File: config.mk
export PLATFORM = sky130hd
export DESIGN_NAME = unix_time_to_calendar_date
export DESIGN_NICKNAME = d
export VERILOG_FILES = /design/src/rtl/core/ucd_pkg.sv /design/src/rtl/core/ucd_date.sv /design/src/rtl/core/ucd_tod.sv /design/src/rtl/core/unix_time_to_calendar_date.sv
export SDC_FILE = /design/constraint.sdc
export NUM_CORES = 2
export LEC_CHECK = 0
export BUFFER_PORTS_ARGS = -buffer_cell sky130_fd_sc_hd__clkbuf_2
export CAP_MARGIN = 20
export CORE_MARGIN = 5
export CORE_UTILIZATION = 40
export DETAILED_ROUTE_END_ITERATION = 8
export PLACE_DENSITY_LB_ADDON = 0.08
export SLEW_MARGIN = 30
export SYNTH_ARGS = -nofsm -noshare
export SYNTH_HDL_FRONTEND = slang
export SYNTH_SLANG_ARGS = --single-unit
File: constraint.sdc
create_clock -name clk -period 16.7 [get_ports clk]
set_clock_uncertainty 0.15 [all_clocks]
set_input_delay 2.505 -clock clk [delete_from_list [all_inputs] [get_ports clk]]
set_output_delay 2.505 -clock clk [all_outputs]
set_load 0.02 [all_outputs]
File: src/rtl/core/ucd_pkg.sv
// ----------------------------------------------------------------------------
// ucd_pkg - shared types and constants for the Unix time to calendar block
// Field widths, item structs, reciprocal constants for the divisions by
// constants, and the month tables of the March-based calendar.
// ----------------------------------------------------------------------------
package ucd_pkg;

    // Item field widths
    localparam int SECONDS_BITS = 40;
    localparam int MICROS_W     = 20;
    localparam int YEAR_W       = 16;
    localparam int MONTH_W      = 4;
    localparam int DAY_W        = 5;
    localparam int HOURS_W      = 5;
    localparam int MINUTES_W    = 6;
    localparam int SECS_W       = 6;

    // Day count and second of the day
    localparam int DAYS_W        = 24;
    localparam int TOD_W         = 17;
    localparam int DAY_SHIFT     = 7;                      // 86400 = 128 * 675
    localparam int DAY_X_W       = SECONDS_BITS - DAY_SHIFT;
    localparam int DAY_DIV       = 675;
    localparam int DAY_RECIP_W   = 24;
    localparam logic [DAY_RECIP_W-1:0] DAY_RECIP =
        DAY_RECIP_W'((64'd1 << DAY_X_W) / 64'd675);
    localparam int DAY_REM_W     = 11;

    // Gregorian century correction
    localparam int CENT_N_W      = 26;
    localparam int CENT_OFS      = 102032;
    localparam int CENT_DIV      = 146097;
    localparam int CENT_Q_W      = 9;
    localparam logic [CENT_Q_W-1:0] CENT_RECIP =
        CENT_Q_W'((64'd1 << CENT_N_W) / 64'd146097);
    localparam int CENT_REM_W    = 19;
    localparam int CENT_BIAS     = 15;

    // March-based year
    localparam int BASE_W        = 24;
    localparam int JD_OFS        = 2442113;
    localparam int YEAR_N_W      = 29;
    localparam int YEAR_OFS      = 2442;
    localparam int YEAR_DIV      = 7305;
    localparam int YR_W          = 16;
    localparam int YEAR_RECIP_W  = 17;
    localparam logic [YEAR_RECIP_W-1:0] YEAR_RECIP =
        YEAR_RECIP_W'((64'd1 << YEAR_N_W) / 64'd7305);
    localparam int YEAR_REM_W    = 14;
    localparam int DAYS_PER_YEAR = 365;

    // Month and day of month
    localparam int DOY_W         = 10;
    localparam int MON_W         = 5;
    localparam int MON_STEPS     = 16;
    localparam int MON_LAST_LATE = 13;
    localparam int MON_BIAS_LATE = 1;
    localparam int MON_BIAS_EARLY = 13;
    localparam int YEAR_BIAS_LATE = 4716;
    localparam int YEAR_BIAS_EARLY = 4715;

    // First day number of month k (k = 1..16): ceil(30.601 * k)
    localparam logic [DOY_W-1:0] MON_THRESH [0:MON_STEPS-1] = '{
        10'd31,  10'd62,  10'd92,  10'd123, 10'd154, 10'd184, 10'd215, 10'd245,
        10'd276, 10'd307, 10'd337, 10'd368, 10'd398, 10'd429, 10'd460, 10'd490
    };

    // Days before month k (k = 0..16): floor(30.601 * k)
    localparam logic [DOY_W-1:0] MON_FLOOR [0:MON_STEPS] = '{
        10'd0,   10'd30,  10'd61,  10'd91,  10'd122, 10'd153, 10'd183, 10'd214,
        10'd244, 10'd275, 10'd306, 10'd336, 10'd367, 10'd397, 10'd428, 10'd459,
        10'd489
    };

    // Time of day
    localparam int HOUR_SHIFT    = 4;                      // 3600 = 16 * 225
    localparam int HOUR_X_W      = TOD_W - HOUR_SHIFT;
    localparam int HOUR_DIV      = 225;
    localparam int HOUR_RECIP_W  = 6;
    localparam logic [HOUR_RECIP_W-1:0] HOUR_RECIP =
        HOUR_RECIP_W'((64'd1 << HOUR_X_W) / 64'd225);
    localparam int HOUR_REM_W    = 9;
    localparam int HOUR_SEC_W    = 12;
    localparam int MIN_SHIFT     = 2;                      // 60 = 4 * 15
    localparam int MIN_X_W       = HOUR_SEC_W - MIN_SHIFT;
    localparam int MIN_DIV       = 15;
    localparam int MIN_RECIP_W   = 7;
    localparam logic [MIN_RECIP_W-1:0] MIN_RECIP =
        MIN_RECIP_W'((64'd1 << MIN_X_W) / 64'd15);
    localparam int MIN_REM_W     = 5;

    // Pipeline depth of the date path; the time path is padded to match
    localparam int DATE_STAGES   = 9;
    localparam int TOD_CORE      = 4;
    localparam int TOD_PAD       = DATE_STAGES - TOD_CORE;

    typedef struct packed {
        logic [SECONDS_BITS-1:0] epoch_seconds;
        logic [MICROS_W-1:0]     sub_micros;
    } ucd_in_t;

    typedef struct packed {
        logic [YEAR_W-1:0]    year;
        logic [MONTH_W-1:0]   month;
        logic [DAY_W-1:0]     day;
        logic [HOURS_W-1:0]   hours;
        logic [MINUTES_W-1:0] minutes;
        logic [SECS_W-1:0]    secs;
        logic [MICROS_W-1:0]  micros;
    } ucd_out_t;

    typedef struct packed {
        logic [YEAR_W-1:0]  year;
        logic [MONTH_W-1:0] month;
        logic [DAY_W-1:0]   day;
    } ucd_date_t;

    typedef struct packed {
        logic [HOURS_W-1:0]   hours;
        logic [MINUTES_W-1:0] minutes;
        logic [SECS_W-1:0]    secs;
        logic [MICROS_W-1:0]  micros;
    } ucd_tod_t;

endpackage

File: src/rtl/core/ucd_date.sv
// ----------------------------------------------------------------------------
// ucd_date - day count to Gregorian year, month and day
// Nine-stage pipeline: century correction, March-based year by reciprocal
// multiply and correction, day of year, month search and fold-back.
// ----------------------------------------------------------------------------
module ucd_date (
    input  logic                  clk,
    input  logic                  rst_n,
    input  logic                  days_valid,
    input  logic [23:0]           days,
    output logic                  date_valid,
    output ucd_pkg::ucd_date_t    date
);
    import ucd_pkg::*;

    logic [DATE_STAGES-1:0] vld_reg;

    // Stage 1 signals and registers
    logic [CENT_N_W-1:0]            cent_n;
    logic [CENT_N_W+CENT_Q_W-1:0]   cent_prod;
    logic [DAYS_W-1:0]              d1_days_reg;
    logic [CENT_N_W-1:0]            d1_n_reg;
    logic [CENT_Q_W-1:0]            d1_q_reg;

    // Stage 2
    logic [CENT_N_W-1:0]            cent_back;
    logic [CENT_REM_W-1:0]          cent_rem;
    logic [CENT_Q_W-1:0]            cent_next;
    logic [DAYS_W-1:0]              d2_days_reg;
    logic [CENT_Q_W-1:0]            d2_cent_reg;

    // Stage 3
    logic [CENT_Q_W-1:0]            cent_b;
    logic [BASE_W-1:0]              base_next;
    logic [BASE_W-1:0]              d3_base_reg;

    // Stage 4
    logic [YEAR_N_W-1:0]            ny_next;
    logic [YEAR_N_W-1:0]            d4_ny_reg;
    logic [BASE_W-1:0]              d4_base_reg;

    // Stage 5
    logic [YEAR_N_W+YEAR_RECIP_W-1:0] year_prod;
    logic [YEAR_N_W-1:0]            d5_ny_reg;
    logic [YR_W-1:0]                d5_y_reg;
    logic [BASE_W-1:0]              d5_base_reg;

    // Stage 6
    logic [YEAR_N_W-1:0]            year_back;
    logic [YEAR_REM_W-1:0]          year_rem;
    logic [YR_W-1:0]                yr_next;
    logic [YR_W-1:0]                d6_yr_reg;
    logic [BASE_W-1:0]              d6_base_reg;

    // Stage 7
    logic [DOY_W-1:0]               doy_next;
    logic [DOY_W-1:0]               d7_doy_reg;
    logic [YR_W-1:0]                d7_yr_reg;

    // Stage 8
    logic [MON_STEPS-1:0]           mon_ge;
    logic [MON_W-1:0]               mon_next;
    logic [DOY_W-1:0]               d8_doy_reg;
    logic [MON_W-1:0]               d8_mon_reg;
    logic [YR_W-1:0]                d8_yr_reg;

    // Stage 9
    ucd_date_t                      date_next;
    ucd_date_t                      d9_date_reg;

    // Advance the valid bits with the items
    always_ff @(posedge clk or negedge rst_n)
    begin
        if (!rst_n)
        begin
            vld_reg <= '0;
        end
        else
        begin
            vld_reg <= {vld_reg[DATE_STAGES-2:0], days_valid};
        end
    end

    // Estimate the century term: (4 * days + 102032) / 146097
    always_comb
    begin
        cent_n    = CENT_N_W'({days, 2'b00}) + CENT_N_W'(CENT_OFS);
        cent_prod = {{CENT_Q_W{1'b0}}, cent_n} * {{CENT_N_W{1'b0}}, CENT_RECIP};
    end

    // Correct the estimate by at most one
    always_comb
    begin
        cent_back = {{(CENT_N_W-CENT_Q_W){1'b0}}, d1_q_reg} * CENT_N_W'(CENT_DIV);
        cent_rem  = CENT_REM_W'(d1_n_reg - cent_back);
        cent_next = d1_q_reg + CENT_Q_W'(cent_rem >= CENT_REM_W'(CENT_DIV));
    end

    // Shift the day count to the Julian-style base
    always_comb
    begin
        cent_b    = d2_cent_reg + CENT_Q_W'(CENT_BIAS);
        base_next = d2_days_reg + BASE_W'(JD_OFS) + BASE_W'(cent_b)
                    - BASE_W'(cent_b >> 2);
    end

    // Scale for the year division: 20 * base - 2442
    always_comb
    begin
        ny_next = YEAR_N_W'({d3_base_reg, 4'b0000}) + YEAR_N_W'({d3_base_reg, 2'b00})
                  - YEAR_N_W'(YEAR_OFS);
    end

    // Estimate the year
    always_comb
    begin
        year_prod = {{YEAR_RECIP_W{1'b0}}, d4_ny_reg}
                    * {{YEAR_N_W{1'b0}}, YEAR_RECIP};
    end

    // Correct the year by at most one
    always_comb
    begin
        year_back = {{(YEAR_N_W-YR_W){1'b0}}, d5_y_reg} * YEAR_N_W'(YEAR_DIV);
        year_rem  = YEAR_REM_W'(d5_ny_reg - year_back);
        yr_next   = d5_y_reg + YR_W'(year_rem >= YEAR_REM_W'(YEAR_DIV));
    end

    // Day within the March-based year
    always_comb
    begin
        doy_next = DOY_W'(d6_base_reg - BASE_W'(d6_yr_reg) * BASE_W'(DAYS_PER_YEAR)
                          - BASE_W'(d6_yr_reg >> 2));
    end

    // Count the month boundaries already passed
    always_comb
    begin
        for (int k = 0; k < MON_STEPS; k++)
        begin
            mon_ge[k] = (d7_doy_reg >= MON_THRESH[k]);
        end
        mon_next = MON_W'($countones(mon_ge));
    end

    // Day of month, then fold January and February into the next year
    always_comb
    begin
        date_next.day = DAY_W'(d8_doy_reg - MON_FLOOR[d8_mon_reg]);
        if (d8_mon_reg <= MON_W'(MON_LAST_LATE))
        begin
            date_next.year  = YEAR_W'(d8_yr_reg - YR_W'(YEAR_BIAS_LATE));
            date_next.month = MONTH_W'(d8_mon_reg - MON_W'(MON_BIAS_LATE));
        end
        else
        begin
            date_next.year  = YEAR_W'(d8_yr_reg - YR_W'(YEAR_BIAS_EARLY));
            date_next.month = MONTH_W'(d8_mon_reg - MON_W'(MON_BIAS_EARLY));
        end
    end

    // Load each stage when its item arrives
    always_ff @(posedge clk)
    begin
        if (days_valid)
        begin
            d1_days_reg <= days;
            d1_n_reg    <= cent_n;
            d1_q_reg    <= cent_prod[CENT_N_W +: CENT_Q_W];
        end
        if (vld_reg[0])
        begin
            d2_days_reg <= d1_days_reg;
            d2_cent_reg <= cent_next;
        end
        if (vld_reg[1])
        begin
            d3_base_reg <= base_next;
        end
        if (vld_reg[2])
        begin
            d4_ny_reg   <= ny_next;
            d4_base_reg <= d3_base_reg;
        end
        if (vld_reg[3])
        begin
            d5_ny_reg   <= d4_ny_reg;
            d5_y_reg    <= year_prod[YEAR_N_W +: YR_W];
            d5_base_reg <= d4_base_reg;
        end
        if (vld_reg[4])
        begin
            d6_yr_reg   <= yr_next;
            d6_base_reg <= d5_base_reg;
        end
        if (vld_reg[5])
        begin
            d7_doy_reg  <= doy_next;
            d7_yr_reg   <= d6_yr_reg;
        end
        if (vld_reg[6])
        begin
            d8_doy_reg  <= d7_doy_reg;
            d8_mon_reg  <= mon_next;
            d8_yr_reg   <= d7_yr_reg;
        end
        if (vld_reg[7])
        begin
            d9_date_reg <= date_next;
        end
    end

    assign date_valid = vld_reg[DATE_STAGES-1];
    assign date       = d9_date_reg;

endmodule

File: src/rtl/core/ucd_tod.sv
// ----------------------------------------------------------------------------
// ucd_tod - second of the day to hours, minutes and seconds
// Four stages of reciprocal estimate and correction, then a delay line that
// keeps the time fields in step with the date path.
// ----------------------------------------------------------------------------
module ucd_tod (
    input  logic                clk,
    input  logic                rst_n,
    input  logic                tod_valid,
    input  logic [16:0]         tod,
    input  logic [19:0]         micros,
    output ucd_pkg::ucd_tod_t   hms
);
    import ucd_pkg::*;

    logic [DATE_STAGES-1:0] vld_reg;

    // Stage 1
    logic [HOUR_X_W-1:0]               hour_x;
    logic [HOUR_X_W+HOUR_RECIP_W-1:0]  hour_prod;
    logic [HOUR_X_W-1:0]               t1_x_reg;
    logic [HOURS_W-1:0]                t1_h_reg;
    logic [HOUR_SHIFT-1:0]             t1_lo_reg;
    logic [MICROS_W-1:0]               t1_us_reg;

    // Stage 2
    logic [HOUR_X_W-1:0]               hour_back;
    logic [HOUR_REM_W-1:0]             hour_rem;
    logic [HOURS_W-1:0]                hours_next;
    logic [HOUR_REM_W-1:0]             hour_rem_fix;
    logic [HOURS_W-1:0]                t2_h_reg;
    logic [HOUR_SEC_W-1:0]             t2_rem_reg;
    logic [MICROS_W-1:0]               t2_us_reg;

    // Stage 3
    logic [MIN_X_W-1:0]                min_x;
    logic [MIN_X_W+MIN_RECIP_W-1:0]    min_prod;
    logic [HOURS_W-1:0]                t3_h_reg;
    logic [MIN_X_W-1:0]                t3_x_reg;
    logic [MINUTES_W-1:0]              t3_m_reg;
    logic [MIN_SHIFT-1:0]              t3_lo_reg;
    logic [MICROS_W-1:0]               t3_us_reg;

    // Stage 4
    logic [MIN_X_W-1:0]                min_back;
    logic [MIN_REM_W-1:0]              min_rem;
    ucd_tod_t                          hms_next;
    ucd_tod_t                          t4_hms_reg;

    // Padding to the date path depth
    ucd_tod_t                          pad_reg [0:TOD_PAD-1];

    // Advance the valid bits with the items
    always_ff @(posedge clk or negedge rst_n)
    begin
        if (!rst_n)
        begin
            vld_reg <= '0;
        end
        else
        begin
            vld_reg <= {vld_reg[DATE_STAGES-2:0], tod_valid};
        end
    end

    // Estimate hours from the second of the day in units of 16 s
    always_comb
    begin
        hour_x    = tod[TOD_W-1:HOUR_SHIFT];
        hour_prod = {{HOUR_RECIP_W{1'b0}}, hour_x} * {{HOUR_X_W{1'b0}}, HOUR_RECIP};
    end

    // Correct hours by at most one and form the second of the hour
    always_comb
    begin
        hour_back = {{(HOUR_X_W-HOURS_W){1'b0}}, t1_h_reg} * HOUR_X_W'(HOUR_DIV);
        hour_rem  = HOUR_REM_W'(t1_x_reg - hour_back);
        if (hour_rem >= HOUR_REM_W'(HOUR_DIV))
        begin
            hours_next   = t1_h_reg + HOURS_W'(1);
            hour_rem_fix = hour_rem - HOUR_REM_W'(HOUR_DIV);
        end
        else
        begin
            hours_next   = t1_h_reg;
            hour_rem_fix = hour_rem;
        end
    end

    // Estimate minutes from the second of the hour in units of 4 s
    always_comb
    begin
        min_x    = t2_rem_reg[HOUR_SEC_W-1:MIN_SHIFT];
        min_prod = {{MIN_RECIP_W{1'b0}}, min_x} * {{MIN_X_W{1'b0}}, MIN_RECIP};
    end

    // Correct minutes by at most one and form the second of the minute
    always_comb
    begin
        min_back        = {{(MIN_X_W-MINUTES_W){1'b0}}, t3_m_reg} * MIN_X_W'(MIN_DIV);
        min_rem         = MIN_REM_W'(t3_x_reg - min_back);
        hms_next.hours  = t3_h_reg;
        hms_next.micros = t3_us_reg;
        if (min_rem >= MIN_REM_W'(MIN_DIV))
        begin
            hms_next.minutes = t3_m_reg + MINUTES_W'(1);
            hms_next.secs    = SECS_W'({4'(min_rem - MIN_REM_W'(MIN_DIV)), t3_lo_reg});
        end
        else
        begin
            hms_next.minutes = t3_m_reg;
            hms_next.secs    = SECS_W'({4'(min_rem), t3_lo_reg});
        end
    end

    // Load each stage when its item arrives
    always_ff @(posedge clk)
    begin
        if (tod_valid)
        begin
            t1_x_reg  <= hour_x;
            t1_h_reg  <= hour_prod[HOUR_X_W +: HOURS_W];
            t1_lo_reg <= tod[HOUR_SHIFT-1:0];
            t1_us_reg <= micros;
        end
        if (vld_reg[0])
        begin
            t2_h_reg   <= hours_next;
            t2_rem_reg <= {hour_rem_fix[HOUR_SEC_W-HOUR_SHIFT-1:0], t1_lo_reg};
            t2_us_reg  <= t1_us_reg;
        end
        if (vld_reg[1])
        begin
            t3_h_reg  <= t2_h_reg;
            t3_x_reg  <= min_x;
            t3_m_reg  <= min_prod[MIN_X_W +: MINUTES_W];
            t3_lo_reg <= t2_rem_reg[MIN_SHIFT-1:0];
            t3_us_reg <= t2_us_reg;
        end
        if (vld_reg[2])
        begin
            t4_hms_reg <= hms_next;
        end
        if (vld_reg[TOD_CORE-1])
        begin
            pad_reg[0] <= t4_hms_reg;
        end
        for (int i = 1; i < TOD_PAD; i++)
        begin
            if (vld_reg[TOD_CORE-1+i])
            begin
                pad_reg[i] <= pad_reg[i-1];
            end
        end
    end

    assign hms = pad_reg[TOD_PAD-1];

endmodule

File: src/rtl/core/unix_time_to_calendar_date.sv
// ----------------------------------------------------------------------------
// unix_time_to_calendar_date - Unix timestamp to Gregorian date and time
// Splits seconds since 1970 into a day count and a second of the day, then
// converts both in parallel pipelines.
// ----------------------------------------------------------------------------
// Usage:
//   Drive an item on stamp and raise start; it is taken at that clock edge.
//   busy is held low, so an item may be taken at every edge and the block
//   sustains one item per cycle.
//   Each item gives one result. done is high for exactly one cycle with the
//   result on result. The depth is set by the eleven register stages of the
//   date path: day split (2), century term (2), base (1), year estimate and
//   correction (3), day of year (1), month (1), day of month and fold-back
//   (1). The time of day path is padded to match.
//   Results leave in the order the items came in. The receiver cannot hold
//   results off; every result is shown once and then replaced.
//   Reset clears all valid bits: items in flight are dropped and no done
//   pulse follows until new items are taken.
// ----------------------------------------------------------------------------
module unix_time_to_calendar_date (
    input  logic               clk,
    input  logic               rst_n,
    input  logic               start,
    output logic               busy,
    input  ucd_pkg::ucd_in_t   stamp,
    output logic               done,
    output ucd_pkg::ucd_out_t  result
);
    import ucd_pkg::*;

    logic                           accept;

    // Stage 1: day count estimate
    logic [DAY_X_W-1:0]             day_x;
    logic [DAY_X_W+DAY_RECIP_W-1:0] day_prod;
    logic                           s1_valid_reg;
    logic [DAY_X_W-1:0]             s1_x_reg;
    logic [DAYS_W-1:0]              s1_q_reg;
    logic [DAY_SHIFT-1:0]           s1_lo_reg;
    logic [MICROS_W-1:0]            s1_us_reg;

    // Stage 2: corrected day count and second of the day
    logic [DAY_X_W-1:0]             day_back;
    logic [DAY_REM_W-1:0]           day_rem;
    logic [DAYS_W-1:0]              days_next;
    logic [DAY_REM_W-1:0]           day_rem_fix;
    logic                           s2_valid_reg;
    logic [DAYS_W-1:0]              s2_days_reg;
    logic [TOD_W-1:0]               s2_tod_reg;
    logic [MICROS_W-1:0]            s2_us_reg;

    logic                           date_valid;
    ucd_date_t                      date;
    ucd_tod_t                       hms;

    assign busy   = 1'b0;
    assign accept = start && !busy;

    // Estimate the day count: (seconds / 128) / 675
    always_comb
    begin
        day_x    = stamp.epoch_seconds[SECONDS_BITS-1:DAY_SHIFT];
        day_prod = {{DAY_RECIP_W{1'b0}}, day_x} * {{DAY_X_W{1'b0}}, DAY_RECIP};
    end

    // Correct the day count by at most one
    always_comb
    begin
        day_back = {{(DAY_X_W-DAYS_W){1'b0}}, s1_q_reg} * DAY_X_W'(DAY_DIV);
        day_rem  = DAY_REM_W'(s1_x_reg - day_back);
        if (day_rem >= DAY_REM_W'(DAY_DIV))
        begin
            days_next   = s1_q_reg + DAYS_W'(1);
            day_rem_fix = day_rem - DAY_REM_W'(DAY_DIV);
        end
        else
        begin
            days_next   = s1_q_reg;
            day_rem_fix = day_rem;
        end
    end

    // Advance the valid bits
    always_ff @(posedge clk or negedge rst_n)
    begin
        if (!rst_n)
        begin
            s1_valid_reg <= 1'b0;
            s2_valid_reg <= 1'b0;
        end
        else
        begin
            s1_valid_reg <= accept;
            s2_valid_reg <= s1_valid_reg;
        end
    end

    // Load the front stages when an item arrives
    always_ff @(posedge clk)
    begin
        if (accept)
        begin
            s1_x_reg  <= day_x;
            s1_q_reg  <= day_prod[DAY_X_W +: DAYS_W];
            s1_lo_reg <= stamp.epoch_seconds[DAY_SHIFT-1:0];
            s1_us_reg <= stamp.sub_micros;
        end
        if (s1_valid_reg)
        begin
            s2_days_reg <= days_next;
            s2_tod_reg  <= {day_rem_fix[TOD_W-DAY_SHIFT-1:0], s1_lo_reg};
            s2_us_reg   <= s1_us_reg;
        end
    end

    ucd_date u_date (
        .clk        (clk),
        .rst_n      (rst_n),
        .days_valid (s2_valid_reg),
        .days       (s2_days_reg),
        .date_valid (date_valid),
        .date       (date)
    );

    ucd_tod u_tod (
        .clk        (clk),
        .rst_n      (rst_n),
        .tod_valid  (s2_valid_reg),
        .tod        (s2_tod_reg),
        .micros     (s2_us_reg),
        .hms        (hms)
    );

    // Merge the two paths into the result item
    assign done           = date_valid;
    assign result.year    = date.year;
    assign result.month   = date.month;
    assign result.day     = date.day;
    assign result.hours   = hms.hours;
    assign result.minutes = hms.minutes;
    assign result.secs    = hms.secs;
    assign result.micros  = hms.micros;

endmodule
## Word-level counts from Yosys, hierarchy flattened

Memories as Yosys holds them, arrays and structs flattened.
Cells that the tools add are included.

| cells by class | value |
|---|---|
| add/sub/neg operators | 42 |
| multipliers | 11 |
| order comparisons | 23 |
| muxes and demuxes | 18 |
| bitwise gates (word level) | 1 |

Operators with widths:

| kind | count |
|---|---|
| 10-bit by 9-bit >= comparator with 1-bit output, second input constant | 8 |
| 33-bit by 24-bit multiplier with 57-bit output, second input constant | 1 |
| 29-bit by 17-bit multiplier with 45-bit output, second input constant | 1 |
| 10-bit by 8-bit >= comparator with 1-bit output, second input constant | 4 |
| 5-bit adder | 7 |
| 26-bit by 9-bit multiplier with 35-bit output, second input constant | 1 |
| 16-bit by 13-bit subtractor with 16-bit output, second input constant | 2 |
| 28-bit by 26-bit adder with 29-bit output | 1 |
| 29-bit by 12-bit subtractor with 29-bit output, second input constant | 1 |
| 26-bit by 17-bit adder with 26-bit output, second input constant | 1 |
| 24-bit by 1-bit adder with 24-bit output, second input constant | 1 |
| 24-bit by 22-bit adder with 24-bit output, second input constant | 1 |
| 24-bit by 9-bit adder with 24-bit output | 1 |
| 24-bit by 10-bit multiplier with 11-bit output, second input constant | 1 |
| 24-bit two-way mux | 1 |
| 24-bit by 7-bit subtractor with 24-bit output | 1 |
| 10-bit by 7-bit >= comparator with 1-bit output, second input constant | 2 |
| 20-bit two-way mux | 1 |
| 10-bit subtractor | 2 |
| 19-bit by 18-bit >= comparator with 1-bit output, second input constant | 1 |
| 9-bit by 18-bit multiplier with 19-bit output, second input constant | 1 |
| 19-bit subtractor | 1 |
| 1-bit by 1-bit adder with 2-bit output | 8 |
| 16-bit by 1-bit adder with 16-bit output | 1 |
| other kinds (32) | 45 |

| word-level totals | value |
|---|---|
| flip-flop bits (word level) | 583 |
| bits in writable memories | 185 |
| ROM bits | 320 |
| input bits | 63 |
| output and inout bits | 64 |
| logic and storage cells | 145 |
| memories kept | 2 |

Memory list:

| name | depth | bits a word | read ports | clocked after memory_dff | wr ports | line | text |
|---|---|---|---|---|---|---|---|
| (name not given) | 32 | 10 | 1 | 0 | 0 | ucd_date.sv:149 | `date_next.day = DAY_W'(d8_doy_reg - MON_FLOOR[d8_mon_reg]);` |
| u_tod.pad_reg | 5 | 37 | 5 | 0 | 5 | ucd_tod.sv:51 | `ucd_tod_t pad_reg [0:TOD_PAD-1];` |

## Depth between registers and ports, before layout

| logic depth | value |
|---|---|
| depth in word-level cells | 5 |
| depth in mapped cells | 23 |
| gate-level depth less buffers | 23 |

## By module

A second synthesis with hierarchy kept.

| unflattened totals | value |
|---|---|
| cell total of the unflattened synthesis | 4847 |
| area, all modules | 60860.9 µm² |

By module, submodules not included:

| module | times used | cells an instance | area each (µm²) | seq. area each (µm²) |
|---|---|---|---|---|
| ucd_date | 1 | 2685 | 30641.9 | 8723.4 |
| unix_time_to_calendar_date | 1 | 1487 | 17172.7 | 3743.6 |
| ucd_tod | 1 | 675 | 13046.3 | 10259.8 |

## Worst setup path before layout

No wires, ideal clock.

| path | value |
|---|---|
| path type | input to register |
| start | input port stamp[44] in the netlist's numbering |
| end | register s1_q_reg[21], data pin |
| library setup time | 0.269 ns |
| arrival time | 7.703 ns |
| required time | 16.281 ns |
| slack | 8.578 ns |
| cell stages on the path | 19 |
| path buffers | 0 |
| cell sequence | fa_1 ha_1 inv_1 fa_1 inv_1 fa_1 fa_1 fa_1 fa_1 ha_1 nand4_1 nor3_1 o2111ai_1 a41oi_1 o21ai_0 a21oi_1 a31oi_1 o31ai_1 xor2_1 |

| on the way | value |
|---|---|
| longest elaborated chain between the ends | 1 |

Ends and longest elaborated chain:

| item | line | text |
|---|---|---|
| start, declared | unix_time_to_calendar_date.sv:25 | `input ucd_pkg::ucd_in_t stamp,` |
| 33-bit by 24-bit multiplier with 57-bit output | unix_time_to_calendar_date.sv:63 | `day_prod = {{DAY_RECIP_W{1'b0}}, day_x} * {{DAY_X_W{1'b0}}, DAY_RECIP};` |
| net day_prod[54] | unix_time_to_calendar_date.sv:35 | `logic [DAY_X_W+DAY_RECIP_W-1:0] day_prod;` |
| end signal, assigned | unix_time_to_calendar_date.sv:104 | `s1_q_reg <= day_prod[DAY_X_W +: DAYS_W];` |
| end, declared | unix_time_to_calendar_date.sv:38 | `logic [DAYS_W-1:0] s1_q_reg;` |

The timed path passes the listed nets, and every way through them passes these cells.
A chain may end at the register's enable or synchronous reset.

## Final worst setup path

| path | value |
|---|---|
| start | input port stamp[36] in the netlist's numbering |
| end | register s1_q_reg[17], data pin |

The elaborated chain is that of the path after synthesis.

==> impl_metrics.tcl <==
set metrics [dict create \
    synthesis.area_sq_um 60700 \
    rows 143 \
    initial_core_util_pct 40.1 \
    path_clk_slew_ns 0.05 \
    final_hold_viol_count 0 \
    wirelength_mm 127 \
    cp_num_buf_inv 3 \
    grtUsageMet1_pct 22.2 \
    cts-resized-gates 0 \
    syn_to_final_growth_pct 9.54 \
    ys.flop_type "edfxtp_1" \
    synth_edf_count 741 \
    synthAdderAreaFrac_pct 40.7 \
    vias_per_cell 4.76 \
    crit_type "in -> reg" \
    coreArea_sq_um 151000 \
    syn_nets 6576 \
    largest_reg_flops 185 \
    antenna_found_initial 6 \
    portBuffers 125 \
    fillers 14300 \
    rrSetupSlack_ns 9.23 \
    holdBufCountCts 0 \
    synth_mux_area_share_pct 0.278 \
    multiInputGateArea_sq_um 33800 \
    cts_root_buf "clkbuf_16" \
    min_to "u_tod.pad_reg[0][71]" \
    grt_pass1_wl_mm 207 \
    clockBufferDepth 3 \
    drc_errors 0 \
    r2r_cells 21 \
    die_w_um 400 \
    post-cts-setup-buffer-count 0 \
    setup_viol 0 \
    maxCapViolations 0 \
    final_common_cell "inv_1" \
    antennaDiodeCount 0 \
    required_ns 16.97 \
    register_area_sq_um 22500 \
    synth_cells 4894 \
    synth_compound_area_share_pct 5.42 \
    fin_crit_ns 8.62 \
    cp.arrival_ns 8.90 \
    h-tree-depth 3 \
    layout_common_cells "inv_1 (1063), ha_1 (1028), edfxtp_1 (741)" \
    rsz0062_at_grt "false" \
    drtIter0Drc 1414 \
    finalMaxSlewViolations 0 \
    nNetsFinal 6750 \
    async_flop_share_pct 1.46 \
    synth_top_family_by_area "adder cells" \
    crit_path_start_kind "primary input" \
    status "complete, no violations" \
    synth_largest_area_cell "edfxtp_1" \
    relSlewSlack_pct 40.5 \
    tns_ns 0 \
    synth.avg_cell_area_sq_um 12.4 \
    post-dp-hpwl_mm 103 \
    slowest_delay_ns 0.64 \
    cts_sinks 752 \
    io_pins 127 \
    synth-simple-area-share_pct 4.42 \
    slowest_stage "o311ai_0" \
    period_share_pct 51.6 \
    drt-wirelength-per-cell_um 17.8 \
    gp_congestion 0.836 \
    drtPass1Iterations 5 \
    cts_tree "done" \
    path_cells "clkbuf_2 > fa_1 > ha_1 > inv_1 > fa_1 > fa_1 > fa_1 > inv_1 > fa_1 > fa_1 > ha_1 > a21o_1 > a21o_1 > a21oi_1 > nand3_1 > o311ai_0 > nand2_1 > a211oi_1 > o21ai_0 > xor2_1" \
    synth-seq-cells 752 \
    dieArea_sq_um 160000 \
    cp-end-kind "flip-flop" \
    grt_overflow_total 0 \
    hold_path_class "reg -> reg" \
    grt_use_met2_pct 28.8 \
    reg2reg_from "s2_days_reg[2]" \
    met3_usage_pct 2.06 \
    cts_buffers 85 \
    first_global_vias 37200 \
    ys_seq_area_share_pct 37.1 \
    hp-start "u_tod.pad_reg[0][34]" \
    yosys_warnings 0 \
    cp_top_family "adder cells" \
    crit_fanout 11 \
    worstSkewPairLatency_ns 0.70 \
    yosys-top-cells-area "edfxtp_1 (37%), ha_1 (21%), fa_1 (19%)" \
    timing.rr.end "u_date.d1_q_reg[7]" \
    cp_common_cell "fa_1" \
    grt_usage_pct 16.7 \
    ys_types 74 \
    antenna_left 0 \
    die_h_um 400 \
    drive_above_1_share_pct 5.70 \
    max_slew.worst_pin.slew_ns 0.893 \
    grt_max_degree 61 \
    dr_total_vias 34100 \
    min_path_cells 0 \
    yosysTopAreaCellShare_pct 36.7 \
    max_freq_ghz 0.116 \
    busiest_layer "met2" \
    synth-xor-area-share_pct 4.89 \
]
how the worst max path moves through the flow:
stage / from / depth (start not counted) / slack, ns / end
after floorplan: stamp[44] / 19 / 8.58 / s1_q_reg[21]
after global placement: stamp[37] / 20 / 7.41 / s1_q_reg[17]
after detailed placement: stamp[37] / 20 / 7.36 / s1_q_reg[17]
after CTS: stamp[37] / 20 / 8.10 / s1_q_reg[17]
after global routing: stamp[33] / 20 / 7.70 / s1_q_reg[17]
final: stamp[36] / 20 / 8.08 / s1_q_reg[17]
synth_stat cells, types with 7 or more instances:
cell type,n
inv_1,1063
ha_1,1028
edfxtp_1,741
fa_1,591
xnor2_1,218
nand2_1,133
a21oi_1,131
nor2_1,126
xor2_1,121
o21ai_0,92
a21o_1,66
nor3_1,55
nand3_1,47
buf_4,40
o21a_1,35
nor2b_1,31
nand2b_1,29
nand4_1,26
a211oi_1,25
and3_1,25
a31oi_1,17
clkbuf_1,17
nor4_1,16
o211ai_1,15
o31ai_1,15
o21bai_1,13
or3_1,12
a2111oi_0,11
and2_1,11
dfrtp_1,11
mux2i_1,9
o21ai_1,9
a211o_1,7
or2_2,7
layer usage:
metal	up-vias	wire length [um]
met5	-	0
met3	132	4030
met4	0	3220
met1	16800	58300
li1	16800	-
met2	425	61900
cell type report:
class / instances / share of cell area (%)
clock buffer: 113 / 3.43
clock inverter: 43 / 0.796
inverter: 1063 / 6.00
multi-input combinational: 3020 / 50.9
sequential: 752 / 33.9
tap: 2030 / 3.82
timing repair buffer: 146 / 1.18
worst reg2reg max path, delay by kind of cell, from the launching register on:
kind,cells,cell delay [ns]
AOI/OAI and AO/OA,7,1.83
xor gates and xnor gates,2,0.79
adders and majority gates,5,2.31
buffers and inverters,2,0.28
DFF,1,0.51
and+or+nand+nor,5,1.35
cells by family after synthesis:
group	after synthesis
multiplexers	16
adder cells (fa/ha/maj)	1619
AO/OA/AOI/OAI	500
other	1
flip-flops	752
buffers and inverters	1122
AND/OR/NAND/NOR	545
XOR/XNOR	339
through the flow:
step | area [sq um] | util, % | setup slack, ns | hold slack (ns) | cells
after CTS | 66500 | 43.9 | 8.10 | 0.204 | 7167
after global routing | 66500 | 43.9 | 7.70 | 0.221 | 7167
final | 66500 | 43.9 | 8.08 | 0.216 | 7167
after detailed placement | 63700 | 42.1 | 7.36 | 0.255 | 7011
after global placement | 63700 | 42.1 | 7.41 | 0.251 | 7011
after floorplan | 60700 | - | 8.58 | 0.250 | 4894
Power is not shown: default switching activity piles up to over one toggle a cycle in this logic, so the estimate is an artifact.
